==> src/hdl/sgci_pkg.sv <==
`timescale 1ns / 1ps
package sgci_pkg;

   typedef struct packed {
      logic [7:0] rx_byte;
      logic [7:0] pins_port0;
      logic [7:0] pins_port1;
      logic [7:0] pins_port2;
      logic [7:0] pins_port3;
   } req_type;

   typedef struct packed {
      logic [7:0] tx_byte;
      logic       reply_last;
      logic [7:0] latch_port0;
      logic [7:0] latch_port1;
      logic [7:0] latch_port2;
      logic [7:0] latch_port3;
   } rsp_type;

   // classified command handed from front to back
   typedef enum logic [2:0] {
      CMD_ERR,
      CMD_PING,
      CMD_SET,
      CMD_GET,
      CMD_WRP,
      CMD_RDP
   } cmd_type;

   typedef struct packed {
      cmd_type    cmd;
      logic [1:0] port;
      logic [2:0] bit_sel;
      logic       value;
      logic [7:0] data;
      logic [31:0] pins;
   } job_type;

   typedef enum logic [2:0] {
      FS_COLLECT,
      FS_READ,
      FS_SCAN,
      FS_DECIDE,
      FS_PUSH
   } front_state_type;

   typedef enum logic [1:0] {
      BS_IDLE,
      BS_EXEC,
      BS_SEND
   } back_state_type;

   localparam logic [7:0] CHAR_CR  = 8'h0D;
   localparam logic [7:0] CHAR_LF  = 8'h0A;
   localparam logic [7:0] CHAR_SP  = 8'h20;
   localparam logic [7:0] CHAR_TAB = 8'h09;

   function automatic logic [7:0] upcase(input logic [7:0] c);
      logic [7:0] r;
      r = c;
      if (c >= 8'h61 && c <= 8'h7A) begin
         r = c - 8'd32;
      end
      return r;
   endfunction

   function automatic logic [4:0] nibble_of(input logic [7:0] c);
      logic [4:0] r;
      r = 5'h10;
      if (c >= 8'h30 && c <= 8'h39) begin
         r = {1'b0, 4'(c - 8'h30)};
      end else if (c >= 8'h41 && c <= 8'h46) begin
         r = {1'b0, 4'(c - 8'h37)};
      end else if (c >= 8'h61 && c <= 8'h66) begin
         r = {1'b0, 4'(c - 8'h57)};
      end
      return r;
   endfunction

   function automatic logic [7:0] hex_char(input logic [3:0] n);
      return (n < 4'd10) ? (8'h30 + {4'h0, n}) : (8'h37 + {4'h0, n});
   endfunction

endpackage

==> src/hdl/sgci_ram.sv <==
`timescale 1ns / 1ps
module sgci_ram #(
   parameter int Width = 8,
   parameter int Depth = 32
) (
   input  logic                     clock,
   input  logic                     wr_en,
   input  logic [$clog2(Depth)-1:0] wr_addr,
   input  logic [Width-1:0]         wr_data,
   input  logic [$clog2(Depth)-1:0] rd_addr,
   output logic [Width-1:0]         rd_data
);

   logic [Width-1:0] mem_ff [Depth];
   logic [Width-1:0] rd_data_ff;

   // one write port, registered read
   always_ff @(posedge clock) begin
      if (wr_en) begin
         mem_ff[wr_addr] <= wr_data;
      end
      rd_data_ff <= mem_ff[rd_addr];
   end

   assign rd_data = rd_data_ff;

endmodule

==> src/hdl/sgci_front.sv <==
`timescale 1ns / 1ps
module sgci_front
   import sgci_pkg::*;
#(
   parameter int LineCapacity = 32,
   parameter int TokenLimit   = 4
) (
   input  logic    clock,
   input  logic    reset,
   input  logic    req_valid,
   output logic    req_ready,
   input  req_type req_data,
   output logic    job_valid,
   input  logic    job_ready,
   output job_type job_data
);

   localparam int AW = $clog2(LineCapacity);
   localparam int TW = $clog2(TokenLimit + 2);

   front_state_type state_ff, state_in;
   logic [AW-1:0] len_ff, len_in;
   logic          ovf_ff, ovf_in;
   logic [AW-1:0] idx_ff, idx_in;
   logic [TW-1:0] ntok_ff, ntok_in;
   logic [2:0]    tpos_ff, tpos_in;
   logic          intok_ff, intok_in;
   logic          many_ff, many_in;
   logic [31:0]   pins_ff, pins_in;
   // token contents needed for classification
   logic [7:0]    t0_ff [4];
   logic [7:0]    t0_in [4];
   logic [2:0]    t0len_ff, t0len_in;
   logic [7:0]    t1_ff, t1_in;
   logic          t1one_ff, t1one_in;
   logic [7:0]    t2_ff [2];
   logic [7:0]    t2_in [2];
   logic [1:0]    t2len_ff, t2len_in;
   logic [7:0]    t3_ff, t3_in;
   logic          t3one_ff, t3one_in;
   job_type       job_ff, job_in;

   logic          wr_en;
   logic [7:0]    rd_data;
   logic          is_end;
   logic          blank;
   logic          rd_valid_ff;

   sgci_ram #(.Width(8), .Depth(LineCapacity)) u_line (
      .clock   (clock),
      .wr_en   (wr_en),
      .wr_addr (len_ff),
      .wr_data (req_data.rx_byte),
      .rd_addr (idx_ff),
      .rd_data (rd_data)
   );

   assign is_end = req_data.rx_byte == CHAR_CR || req_data.rx_byte == CHAR_LF;
   assign req_ready = state_ff == FS_COLLECT;
   assign wr_en = req_valid && req_ready && !is_end
                  && len_ff != AW'(LineCapacity - 1);
   assign blank = rd_data == CHAR_SP || rd_data == CHAR_TAB;
   assign job_valid = state_ff == FS_PUSH;
   assign job_data = job_ff;

   // state and line bookkeeping
   always_ff @(posedge clock) begin
      if (reset) begin
         state_ff <= FS_COLLECT;
         len_ff <= '0;
         ovf_ff <= 1'b0;
         rd_valid_ff <= 1'b0;
      end else begin
         state_ff <= state_in;
         len_ff <= len_in;
         ovf_ff <= ovf_in;
         rd_valid_ff <= state_in == FS_SCAN;
      end
      idx_ff <= idx_in;
      ntok_ff <= ntok_in;
      tpos_ff <= tpos_in;
      intok_ff <= intok_in;
      many_ff <= many_in;
      pins_ff <= pins_in;
      t0_ff <= t0_in;
      t0len_ff <= t0len_in;
      t1_ff <= t1_in;
      t1one_ff <= t1one_in;
      t2_ff <= t2_in;
      t2len_ff <= t2len_in;
      t3_ff <= t3_in;
      t3one_ff <= t3one_in;
      job_ff <= job_in;
   end

   // collect, scan line byte by byte (read state, then scan state), classify
   always_comb begin
      logic [7:0] u;
      logic [3:0] p_d, b_d, v_d;
      logic [4:0] hn, ln;
      logic       kw_ping, kw_set, kw_get, kw_wrp, kw_rdp;
      state_in = state_ff;
      len_in = len_ff;
      ovf_in = ovf_ff;
      idx_in = idx_ff;
      ntok_in = ntok_ff;
      tpos_in = tpos_ff;
      intok_in = intok_ff;
      many_in = many_ff;
      pins_in = pins_ff;
      t0_in = t0_ff;
      t0len_in = t0len_ff;
      t1_in = t1_ff;
      t1one_in = t1one_ff;
      t2_in = t2_ff;
      t2len_in = t2len_ff;
      t3_in = t3_ff;
      t3one_in = t3one_ff;
      job_in = job_ff;
      u = upcase(t0_ff[0]);
      p_d = t1_ff[3:0];
      b_d = t2_ff[0][3:0];
      v_d = t3_ff[3:0];
      hn = nibble_of(t2_ff[0]);
      ln = nibble_of(t2_ff[1]);
      kw_ping = t0len_ff == 3'd4 && upcase(t0_ff[0]) == "P" && upcase(t0_ff[1]) == "I"
                && upcase(t0_ff[2]) == "N" && upcase(t0_ff[3]) == "G";
      kw_set = t0len_ff == 3'd3 && u == "S" && upcase(t0_ff[1]) == "E"
               && upcase(t0_ff[2]) == "T";
      kw_get = t0len_ff == 3'd3 && u == "G" && upcase(t0_ff[1]) == "E"
               && upcase(t0_ff[2]) == "T";
      kw_wrp = t0len_ff == 3'd3 && u == "W" && upcase(t0_ff[1]) == "R"
               && upcase(t0_ff[2]) == "P";
      kw_rdp = t0len_ff == 3'd3 && u == "R" && upcase(t0_ff[1]) == "D"
               && upcase(t0_ff[2]) == "P";
      case (state_ff)
         FS_COLLECT: begin
            if (req_valid) begin
               if (!is_end) begin
                  if (len_ff != AW'(LineCapacity - 1)) begin
                     len_in = len_ff + 1'b1;
                  end else begin
                     ovf_in = 1'b1;
                  end
               end else begin
                  pins_in = {req_data.pins_port0, req_data.pins_port1,
                             req_data.pins_port2, req_data.pins_port3};
                  idx_in = '0;
                  ntok_in = '0;
                  tpos_in = '0;
                  intok_in = 1'b0;
                  many_in = 1'b0;
                  t0len_in = '0;
                  t1one_in = 1'b0;
                  t2len_in = '0;
                  t3one_in = 1'b0;
                  t1_in = 8'h00;
                  t3_in = 8'h00;
                  state_in = (len_ff == '0) ? FS_DECIDE : FS_READ;
               end
            end
         end
         FS_READ: begin
            // address registered, data arrives next cycle
            state_in = FS_SCAN;
         end
         FS_SCAN: begin
            if (blank) begin
               intok_in = 1'b0;
            end else if (!many_ff) begin
               if (!intok_ff) begin
                  if (ntok_ff == TW'(TokenLimit)) begin
                     many_in = 1'b1;
                  end else begin
                     ntok_in = ntok_ff + 1'b1;
                     intok_in = 1'b1;
                     tpos_in = 3'd1;
                     case (ntok_ff)
                        TW'(0): begin
                           t0_in[0] = rd_data;
                           t0len_in = 3'd1;
                        end
                        TW'(1): begin
                           t1_in = rd_data;
                           t1one_in = 1'b1;
                        end
                        TW'(2): begin
                           t2_in[0] = rd_data;
                           t2len_in = 2'd1;
                        end
                        TW'(3): begin
                           t3_in = rd_data;
                           t3one_in = 1'b1;
                        end
                        default: ;
                     endcase
                  end
               end else begin
                  if (tpos_ff != 3'd7) begin
                     tpos_in = tpos_ff + 1'b1;
                  end
                  case (ntok_ff)
                     TW'(1): begin
                        if (tpos_ff < 3'd4) begin
                           t0_in[tpos_ff[1:0]] = rd_data;
                        end
                        if (tpos_ff < 3'd5) begin
                           t0len_in = tpos_ff + 1'b1;
                        end
                     end
                     TW'(2): t1one_in = 1'b0;
                     TW'(3): begin
                        if (tpos_ff == 3'd1) begin
                           t2_in[1] = rd_data;
                        end
                        t2len_in = (tpos_ff == 3'd1) ? 2'd2 : 2'd3;
                     end
                     TW'(4): t3one_in = 1'b0;
                     default: ;
                  endcase
               end
            end
            if (idx_ff == len_ff - 1'b1) begin
               state_in = FS_DECIDE;
            end else begin
               idx_in = idx_ff + 1'b1;
               state_in = FS_READ;
            end
         end
         FS_DECIDE: begin
            len_in = '0;
            ovf_in = 1'b0;
            job_in.cmd = CMD_ERR;
            job_in.port = p_d[1:0];
            job_in.bit_sel = b_d[2:0];
            job_in.value = v_d[0];
            job_in.data = {hn[3:0], ln[3:0]};
            job_in.pins = pins_ff;
            state_in = FS_PUSH;
            if (!ovf_ff && !many_ff) begin
               if (ntok_ff == '0) begin
                  state_in = FS_COLLECT;
               end else if (ntok_ff == TW'(1) && kw_ping) begin
                  job_in.cmd = CMD_PING;
               end else if (ntok_ff == TW'(4) && kw_set) begin
                  job_in.bit_sel = t2_ff[0][2:0];
                  if (t1one_ff && t1_ff >= "0" && t1_ff <= "3"
                      && t2len_ff == 2'd1 && t2_ff[0] >= "0" && t2_ff[0] <= "7"
                      && t3one_ff && t3_ff >= "0" && t3_ff <= "1"
                      && !(t1_ff == "3" && t2_ff[0] <= "1")) begin
                     job_in.cmd = CMD_SET;
                  end
               end else if (ntok_ff == TW'(3) && kw_get) begin
                  if (t1one_ff && t1_ff >= "0" && t1_ff <= "3"
                      && t2len_ff == 2'd1 && t2_ff[0] >= "0" && t2_ff[0] <= "7") begin
                     job_in.cmd = CMD_GET;
                  end
               end else if (ntok_ff == TW'(3) && kw_wrp) begin
                  if (t1one_ff && t1_ff >= "0" && t1_ff <= "2"
                      && t2len_ff == 2'd2 && !hn[4] && !ln[4]) begin
                     job_in.cmd = CMD_WRP;
                  end
               end else if (ntok_ff == TW'(2) && kw_rdp) begin
                  if (t1one_ff && t1_ff >= "0" && t1_ff <= "3") begin
                     job_in.cmd = CMD_RDP;
                  end
               end
            end
         end
         FS_PUSH: begin
            if (job_ready) begin
               state_in = FS_COLLECT;
            end
         end
         default: state_in = FS_COLLECT;
      endcase
   end

   // scan only reads stored entries
   assert property (@(posedge clock) disable iff (reset)
      rd_valid_ff |-> idx_ff < len_ff)
      else $error("scan index beyond line");
   assert property (@(posedge clock) disable iff (reset)
      (state_ff == FS_PUSH && !job_ready) |=> state_ff == FS_PUSH && $stable(job_ff))
      else $error("job changed while stalled");
   assert property (@(posedge clock) disable iff (reset)
      state_ff == FS_DECIDE |=> len_ff == '0 && !ovf_ff)
      else $error("line not cleared at end");

endmodule

==> src/hdl/sgci_back.sv <==
`timescale 1ns / 1ps
module sgci_back
   import sgci_pkg::*;
(
   input  logic    clock,
   input  logic    reset,
   input  logic    job_valid,
   output logic    job_ready,
   input  job_type job_data,
   output logic    rsp_valid,
   input  logic    rsp_ready,
   output rsp_type rsp_data
);

   back_state_type state_ff, state_in;
   job_type        job_ff, job_in;
   logic [7:0]     latch_ff [4];
   logic [7:0]     latch_in [4];
   logic [7:0]     text_ff [6];
   logic [7:0]     text_in [6];
   logic [2:0]     tlen_ff, tlen_in;
   logic [2:0]     pos_ff, pos_in;
   logic [7:0]     pin_byte;

   assign job_ready = state_ff == BS_IDLE;
   assign rsp_valid = state_ff == BS_SEND;
   assign pin_byte = job_ff.pins[8*(3 - {1'b0, job_ff.port}) +: 8];
   assign rsp_data.tx_byte = text_ff[pos_ff];
   assign rsp_data.reply_last = pos_ff == tlen_ff - 1'b1;
   assign rsp_data.latch_port0 = latch_ff[0];
   assign rsp_data.latch_port1 = latch_ff[1];
   assign rsp_data.latch_port2 = latch_ff[2];
   assign rsp_data.latch_port3 = latch_ff[3];

   always_ff @(posedge clock) begin
      if (reset) begin
         state_ff <= BS_IDLE;
         latch_ff <= '{default: 8'hFF};
      end else begin
         state_ff <= state_in;
         latch_ff <= latch_in;
      end
      job_ff <= job_in;
      text_ff <= text_in;
      tlen_ff <= tlen_in;
      pos_ff <= pos_in;
   end

   // execute the command, then stream reply bytes
   always_comb begin
      state_in = state_ff;
      job_in = job_ff;
      latch_in = latch_ff;
      text_in = text_ff;
      tlen_in = tlen_ff;
      pos_in = pos_ff;
      case (state_ff)
         BS_IDLE: begin
            if (job_valid) begin
               job_in = job_data;
               state_in = BS_EXEC;
            end
         end
         BS_EXEC: begin
            pos_in = '0;
            text_in = '{default: CHAR_LF};
            case (job_ff.cmd)
               CMD_PING: begin
                  text_in[0] = "P"; text_in[1] = "O"; text_in[2] = "N";
                  text_in[3] = "G"; text_in[4] = CHAR_CR;
                  tlen_in = 3'd6;
               end
               CMD_SET: begin
                  latch_in[job_ff.port][job_ff.bit_sel] = job_ff.value;
                  text_in[0] = "O"; text_in[1] = "K"; text_in[2] = CHAR_CR;
                  tlen_in = 3'd4;
               end
               CMD_WRP: begin
                  latch_in[job_ff.port] = job_ff.data;
                  text_in[0] = "O"; text_in[1] = "K"; text_in[2] = CHAR_CR;
                  tlen_in = 3'd4;
               end
               CMD_GET: begin
                  text_in[0] = pin_byte[job_ff.bit_sel] ? "1" : "0";
                  text_in[1] = CHAR_CR;
                  tlen_in = 3'd3;
               end
               CMD_RDP: begin
                  text_in[0] = hex_char(pin_byte[7:4]);
                  text_in[1] = hex_char(pin_byte[3:0]);
                  text_in[2] = CHAR_CR;
                  tlen_in = 3'd4;
               end
               default: begin
                  text_in[0] = "E"; text_in[1] = "R"; text_in[2] = "R";
                  text_in[3] = CHAR_CR;
                  tlen_in = 3'd5;
               end
            endcase
            state_in = BS_SEND;
         end
         BS_SEND: begin
            if (rsp_ready) begin
               if (pos_ff == tlen_ff - 1'b1) begin
                  state_in = BS_IDLE;
               end else begin
                  pos_in = pos_ff + 1'b1;
               end
            end
         end
         default: state_in = BS_IDLE;
      endcase
   end

   assert property (@(posedge clock) disable iff (reset)
      (rsp_valid && rsp_data.reply_last) |-> rsp_data.tx_byte == CHAR_LF)
      else $error("last reply byte is not LF");
   assert property (@(posedge clock) disable iff (reset)
      state_ff == BS_SEND |-> !$isunknown(tlen_ff) && pos_ff < tlen_ff)
      else $error("reply index out of range");
   assert property (@(posedge clock) disable iff (reset)
      state_ff == BS_SEND |=> $stable(latch_ff[3][1:0]))
      else $error("uart pins of port 3 changed");

endmodule

==> src/hdl/serial_gpio_command_interpreter_top.sv <==
`timescale 1ns / 1ps
// Serial GPIO command interpreter.
// req channel: one received character per request, with the four pin
// samples alongside; the pins are used from the request that ends the line.
// rsp channel: one reply character per beat, reply_last on the closing LF,
// with the four latch values as they stand after the command.
// An ordinary character goes into the line buffer. A CR or LF starts the
// line scan: the line buffer (a RAM with registered read) is walked one
// entry at a time, in a read state then a scan state, and the line is
// classified; then the job passes a one-deep queue to the executor, which
// runs it in its execute state, then sends the reply bytes (up to 6). The front can
// collect the next line while the executor still sends a reply.
// Reset empties the line, clears the overflow flag and sets all four latches
// to 0xFF. A stalled receiver holds the reply byte; the executor then stops
// taking jobs and the front stops taking characters once its job is queued.
module serial_gpio_command_interpreter_top
   import sgci_pkg::*;
#(
   parameter int LINE_CAPACITY = 32,
   parameter int TOKEN_LIMIT   = 4
) (
   input  logic    clock,
   input  logic    reset,
   input  logic    req_valid,
   output logic    req_ready,
   input  req_type req_data,
   output logic    rsp_valid,
   input  logic    rsp_ready,
   output rsp_type rsp_data
);

   logic    job_valid;
   logic    job_ready;
   job_type job_data;

   sgci_front #(.LineCapacity(LINE_CAPACITY), .TokenLimit(TOKEN_LIMIT)) u_front (
      .clock     (clock),
      .reset     (reset),
      .req_valid (req_valid),
      .req_ready (req_ready),
      .req_data  (req_data),
      .job_valid (job_valid),
      .job_ready (job_ready),
      .job_data  (job_data)
   );

   sgci_back u_back (
      .clock     (clock),
      .reset     (reset),
      .job_valid (job_valid),
      .job_ready (job_ready),
      .job_data  (job_data),
      .rsp_valid (rsp_valid),
      .rsp_ready (rsp_ready),
      .rsp_data  (rsp_data)
   );

endmodule
==> config.mk <==
export PLATFORM = sky130hd
export DESIGN_NAME = serial_gpio_command_interpreter_top
export DESIGN_NICKNAME = d
export VERILOG_FILES = /design/src/hdl/sgci_pkg.sv /design/src/hdl/sgci_ram.sv /design/src/hdl/sgci_front.sv /design/src/hdl/sgci_back.sv /design/src/hdl/serial_gpio_command_interpreter_top.sv
export SDC_FILE = /design/constraint.sdc
export NUM_CORES = 1
export LEC_CHECK = 0
export BUFFER_PORTS_ARGS = -buffer_cell sky130_fd_sc_hd__buf_2
export CORE_MARGIN = 1
export CORE_UTILIZATION = 55
export CTS_BUF_LIST = sky130_fd_sc_hd__clkbuf_2
export CTS_CLUSTER_SIZE = 12
export DETAILED_ROUTE_END_ITERATION = 10
export MAX_ROUTING_LAYER = met4
export PLACE_DENSITY = 0.71
export SLEW_MARGIN = 10
export SYNTH_ARGS = -nofsm -noshare
export SYNTH_HDL_FRONTEND = slang
export SYNTH_HIERARCHICAL = 1
export SYNTH_SLANG_ARGS = --single-unit
==> constraint.sdc <==
create_clock -name clock -period 3.45 [get_ports clock]
set_input_delay 0 -clock clock [delete_from_list [all_inputs] [get_ports clock]]
set_output_delay 0 -clock clock [all_outputs]
set_load 0.03 [all_outputs]
Word level (Yosys, flattened, before mapping)
Memories as Yosys holds them, arrays and structs flattened. A register that Yosys moved wholly into a read port is not among the register bits. Cells that the tools add are included.

Register bits after elaboration: 303. Bits in writable memories: 256. Input port bits: 44. Output and inout bits: 43. Word-level logic and storage cells: 436. Memories kept: 1.

Add/subtract/negate cells: 22. Order comparisons: 38. Eq/ne operators: 74. Shift-type cells: 1. Muxes and demuxes: 149. Bitwise gates (word level): 8. Reductions and logical operators: 97.

Memory list: u_front.u_line.mem_ff (depth 32, bits a word 8, rd ports 1, clocked after Yosys merged registers in 1, write ports 1, line sgci_ram.sv:14) `logic [Width-1:0] mem_ff [Depth];`.

Operators by type and width (number): 8-bit 2-to-1 mux (26); 8-bit by 7-bit equality test with 1-bit output, second input constant (13); 32-bit bitwise mux (3); 3-bit 2-to-1 mux (32); 8-bit by 7-bit >= comparator with 1-bit output, second input constant (8); 8-bit by 7-bit less-or-equal comparator with 1-bit output, second input constant (8); 32-bit 2-to-1 mux (2); 16-bit one-hot mux with 4 select lines (1); 32-bit one-hot mux with 2 select lines (1); 5-bit 2-to-1 mux (12); 8-bit by 6-bit less-or-equal comparator with 1-bit output, second input constant (7); 1-bit logical AND (52); 8-bit demux with 2-bit select (3); 8-bit AND reduction (5); 32-bit by 33-bit variable part select with 8-bit output (1); 8-bit by 6-bit >= comparator with 1-bit output, second input constant (4); 1-bit 2-to-1 mux (32); 8-bit one-hot mux with 2 select lines (2); 8-bit by 6-bit subtractor with 8-bit output, second input constant (4); 2-bit 2-to-1 mux (15); 6-bit by 4-bit adder with 7-bit output, first input constant (4); 2-bit != test, second input constant (14); 8-bit binary-select mux with 3-bit select (1); 8-bit by 4-bit equality test with 1-bit output, second input constant (3); 56 further kinds (136).

Logic depth before layout (Yosys ltp)
Depth after elaboration: 13. Depth in mapped cells: 10. Gate-level depth less buffers: 8.

Cells and area by module
Netlist, hierarchy kept.

Modules (own cells, without submodules): sgci_ram (times used 1, cells each 417, area each 10053.4 µm², sequential area each 7847.5 µm²); sgci_front (times used 1, cells each 494, area each 7265.7 µm², sequential area each 5134.9 µm²); sgci_back (times used 1, cells each 403, area each 5203.7 µm², sequential area each 3113.0 µm²).

Worst setup path after synthesis
OpenSTA, ideal clock, no wires.

Kind: register to register. Start: register u_front.state_ff[1]. End: memory u_front.u_line.mem_ff[0][0] (enable). Library setup time: 370 ps. Data arrival time: 2633 ps. Required time: 3080 ps. Slack: 446 ps. Stages on the path, launching flop included: 8. Buffers on the path: 2. Period minus slack after synthesis: 3004 ps. Cell sequence: dfxtp_1 -> buf_2 -> nor3_2 -> nand2_1 -> a211oi_4 -> or3b_2 -> clkbuf_1 -> nor2_1.

Word-level cells in the longest chain between the ends: 6.

RTL lines: from (decl) (line sgci_front.sv:21) `front_state_type state_ff, state_in;`; from (signal assigned) (line sgci_front.sv:74) `state_ff <= state_in;`; 3-bit logical NOT (line sgci_front.sv:59) `assign req_ready = state_ff == FS_COLLECT;`; net req_ready (line serial_gpio_command_interpreter_top.sv:25) `output logic req_ready,`; 1-bit logical AND (2 in series) (line sgci_front.sv:60) `assign wr_en = req_valid && req_ready && !is_end`; 1-bit logical AND (line sgci_front.sv:61) `&& len_ff != AW'(LineCapacity - 1);`; net u_front.wr_en (line sgci_front.sv:43) `logic wr_en;`; 1-bit 2-to-1 mux (line sgci_ram.sv:19) `if (wr_en) begin`; 1-bit 2-to-1 mux (not written as such) (line sgci_ram.sv:20) `mem_ff[wr_addr] <= wr_data;`; to (decl) (line sgci_ram.sv:14).

The timed path passes the listed nets, and every way through them passes these cells.

Worst setup path after layout
Start: register u_front.idx_ff[2]. End: register u_front.state_ff[1].

Word-level cells in the longest chain between the ends: 3.

RTL lines: from (decl) (line sgci_front.sv:24) `logic [AW-1:0] idx_ff, idx_in;`; from (signal assigned) (line sgci_front.sv:79) `idx_ff <= idx_in;`; 5-bit equality test (line sgci_front.sv:223) `if (idx_ff == len_ff - 1'b1) begin`; 2-bit 2-to-1 mux (line sgci_front.sv:223); 3-bit one-hot mux with 5 select lines (line sgci_front.sv:136) `case (state_ff)`.

No other way between the ends. A chain may end at the register's enable or synchronous reset.

==> results.py <==
metrics = {
    "final_layout": {
        "finalCoreUtilization_pct": 64.83,
        "layout.nets": 1705,
        "number_of_fill_cells_in_the_layout": 2804,
        "multi_input_area_um2": 5941,
        "drive_gt1_share_pct": 29.57,
        "layout.area.seq_um2": 16100,
        "stdcell_count": 2263,
        "areaGrowthSynthToFinish_pct": 15.42,
    },
    "outcome": {
        "status": "finished, final reports clean",
    },
    "floorplan": {
        "die_h_um": 204.4,
        "core.rowCount": 73,
        "dieArea_um2": 41760,
        "io_pins": 87,
        "dieWidth_um": 204.4,
        "floorplan.initialDensity_pct": 56.17,
        "fp.coreArea_um2": 40100,
    },
    "setup_path": {
        "startpoint_type": "register",
        "reg2reg_to": "u_front/state_ff[1]",
        "r2r_setup_slack_ps": 470,
        "crit_slowest_cell": "sky130_fd_sc_hd__edfxtp_1",
        "cp-startpoint": "u_front/idx_ff[2]",
        "crit-reg2reg-launch": "u_front/idx_ff[2]",
        "path_cells": "buf_12 > xnor2_1 > nor3_1 > a31oi_1 > o32a_1 > a2111oi_0 > dlygate4sd3_1",
        "number_of_cells_on_the_worst_reg_to_reg_path": 7,
        "timing.critical_path.slowest_cell_delay_ps": 940,
        "path_max_fanout": 34,
        "critPathRequiredTime_ps": 4470,
        "timing.setup.critical_path_class": "register to register",
        "critPathCapture": "u_front/state_ff[1]",
        "critical_path_depth": 7,
        "cp_data_arrival_time_ps": 4000,
        "cp_top_family": "flip-flops",
        "worst-path-buf-inv": 2,
        "crit_path_end_kind": "register",
    },
    "detailed_routing": {
        "dr_total_vias": 12970,
        "wirelength_mm": 47.34,
        "met1_length_mm": 19.14,
        "highest-signal-layer": "met4",
        "routed-wl-met3_mm": 3.365,
        "postRouteAntennaNets": 0,
        "dr_wl_met2_mm": 23.59,
        "first_iter_violations": 1249,
        "drt_drc_violations_left": 0,
        "drtPass1Iterations": 5,
        "drt-wirelength-per-cell_um": 20.92,
        "avgViaCountPerCell": 5.730,
    },
    "sta": {
        "fin_worst_hold_slack_ps": 142.3,
        "timing_worst_slew_pin_value_ps": 886.8,
        "fin_hold_viols": 0,
        "count_of_endpoints_failing_setup_in_the_final_report": 0,
        "peak_freq_mhz": 335.6,
        "worst_slew_margin_rel_pct": 40.88,
        "period_needed_ps": 2980,
        "grt_setup_unrepaired": "false",
        "final-max-slew-violation-count": 0,
        "finalSetupTns_ps": 0,
        "worst_clock_skew_ps": 67.76,
        "final_min_period_over_clock_period_pct": 86.37,
    },
    "global_route": {
        "grt_pass1_vias": 13040,
        "grt_remaining_overflow": 0,
        "grt_max_degree": 69,
        "globalRouteTotalUtil_pct": 24.15,
        "antenna_found_initial": 2,
        "wire_length_of_the_first_global_routing_pass_mm": 72.77,
    },
    "clock_network": {
        "postCtsSetupBuffers": 0,
        "clk_path_buf_depth": 3,
        "cts_hold_buf": 91,
        "clkSinkCount": 553,
        "root_buffer": "sky130_fd_sc_hd__clkbuf_2",
        "clock_tree.htree_level_count": 4,
        "cts.clk_slew.worst_paths_ps": 100,
        "post_cts.resized_instances": 0,
        "tritoncts": "built",
        "clk-insertion-delay-late_ps": 1090,
        "numCtsBuffers": 137,
    },
    "yosys": {
        "synth.ff_latch_count": 553,
        "synth_cells": 1314,
        "post_synthesis_cell_type_with_the_largest_combined_area": "sky130_fd_sc_hd__edfxtp_1",
        "yosys_warnings": 6,
        "syn_nets": 1388,
        "seq_area_frac_synth_pct": 71.46,
        "netlist-cell-type-count": 94,
        "synthesis.area_um2": 22520,
        "synth_edf_count": 502,
        "synth-main-ff-cell": "sky130_fd_sc_hd__edfxtp_1",
        "synth_top_cells_by_area": "sky130_fd_sc_hd__edfxtp_1 67%, sky130_fd_sc_hd__mux4_2 8.5%, sky130_fd_sc_hd__dfxtp_1 4.5%",
        "proportion_of_netlist_area_held_by_the_largest_area_contributor_pct": 66.93,
        "postSynthAreaPerCell_um2": 17.14,
        "postSynth.asyncResetShare_pct": 0,
    },
    "power": {
        "clock_power_share_pct": 36.5,
        "p_total_mw": 11.98,
        "ir_worst_vdd_uv": 317.3,
        "power_report.internal_total_mw": 9.201,
        "leakagePower_nw": 9.151,
        "switching_portion_of_total_power_pct": 23.20,
        "switchingPower_mw": 2.780,
        "seq_power_share_pct": 60.9,
        "share_comb_of_total_power_pct": 2.6,
        "power-per-cell-area_nw_per_um2": 460.9,
    },
    "placed_design": {
        "placed_cells": 1926,
        "io_buffer_count": 85,
        "dp_hpwl_mm": 29.83,
        "routability_cong": 0.8645,
    },
    "hold_path": {
        "hp-class": "input port to register",
        "holdCritStartpoint": "req_valid",
    },
    "flow_run": {
        "max_cap_violations": 0,
    },
}
==> cell usage after synthesis (all sizes together), types with 4 or more instances <==
| library cell | count |
|---|---|
| a2111oi | 4 |
| a211oi | 6 |
| a21boi | 4 |
| a21o | 6 |
| a21oi | 27 |
| a221o | 31 |
| a31o | 6 |
| a31oi | 10 |
| and2 | 13 |
| and3 | 20 |
| and4b | 5 |
| buf | 25 |
| clkbuf | 33 |
| dfxtp | 51 |
| edfxtp | 502 |
| ha | 30 |
| inv | 51 |
| mux2 | 16 |
| mux2i | 12 |
| mux4 | 89 |
| nand2 | 66 |
| nand2b | 20 |
| nand3 | 18 |
| nand3b | 9 |
| nand4 | 6 |
| nor2 | 88 |
| nor2b | 9 |
| nor3 | 11 |
| nor3b | 7 |
| nor4 | 8 |
| nor4b | 11 |
| o21ai | 34 |
| o22ai | 6 |
| o41ai | 5 |
| or3 | 5 |
| or3b | 9 |
| or4 | 5 |
| xnor2 | 7 |
| xor2 | 11 |
==> power by group through the flow <==
| stage | registers (mW) | clock network, mW | logic (mW) |
|---|---|---|---|
| final | 7.29 | 4.37 | 0.313 |
| after global routing | 7.30 | 4.82 | 0.336 |
| after CTS | 7.29 | 4.50 | 0.309 |
| after detailed placement | 7.45 | 0 | 0.230 |
| after global placement | 7.45 | 0 | 0.229 |
| after floorplan | 7.44 | 0 | 0.0968 |
==> how the worst min path moves through the flow <==
stage                                to  slack, ps  cells after the start
finish                  u_front/many_ff        140                      5
detailed placement  u_front/pins_ff[19]        180                      1
floorplan           u_front/state_ff[2]         70                      1
CTS                     u_front/many_ff         30                      5
global placement    u_front/pins_ff[15]        180                      1
global route        u_front/pins_ff[22]         80                      3
==> logic make-up after synthesis <==
logic type / after synthesis / share of synthesized area [%]
flip-flops: 553 / 71.46
AND/OR/NAND/NOR: 324 / 8.100
AO/OA/AOI/OAI: 161 / 5.416
multiplexers: 117 / 10.32
buffers and inverters: 109 / 2.189
adder cells (fa/ha/maj): 30 / 1.667
XOR/XNOR: 19 / 0.8333
other: 1 / 0.01665
==> worst register-to-register path: cells and delay by family (launching register included) <==
kind / cells / cell delay [ps]
AO/OA/AOI/OAI: 3 / 790
XOR/XNOR: 1 / 130
buffers and inverters: 2 / 920
flip-flops: 1 / 940
AND/OR/NAND/NOR: 1 / 180
==> layout make-up <==
type	count	share of cell area (%)
Timing Repair Buffer	236	6.970
Antenna cell	3	0.02888
Clock buffer	207	3.985
Clock inverter	36	0.9819
Sequential cell	553	61.92
Multi-Input combinational cell	652	22.85
Tap cell	525	2.527
Inverter	51	0.7364
==> registers in the layout, indices dropped and copies added, names as in the netlist, 8 cells and up <==
register,cells
u_front/t2_ff,16
u_front/u_line/mem_ff,256
u_front/u_line/rd_data,8
u_back/job_ff,49
u_front/t1_ff,8
u_front/job_data,49
u_back/text_ff,26
u_front/pins_ff,32
u_front/t0_ff,32
u_back/rsp_data,32
u_front/t3_ff,8
==> per-layer routing <==
metal | vias to the layer above | GRT usage (%)
met5 | - | -
met3 | 95 | 5.341
met1 | 6415 | 29.87
met4 | 0 | 9.861
li1 | 5920 | -
met2 | 538 | 38.77
==> through the flow <==
| step | setup slack [ps] | instance area [um^2] |
|---|---|---|
| after CTS | 485.4 | 25990 |
| after floorplan | 446.5 | 22520 |
| final | 470.3 | 25990 |
| after global placement | 733.4 | 23790 |
| after detailed placement | 625.3 | 23790 |
| after global routing | 246.7 | 25990 |
==> cells in the final DEF, fill, tap and decap left out, drive strengths merged, types with 12 or more instances in the layout <==
cell type and count:
and3 20, o21ai 34, and2 13, mux4 89, a221o 31, buf 145, mux2 16, dlygate4sd3 91
nand2b 20, a21oi 27, nand3 18, clkbuf 207, nor2 88, ha 30, dfxtp 51, edfxtp 502
nand2 66, inv 55, mux2i 12, clkinv 25
(Power assumes the default switching activity.)
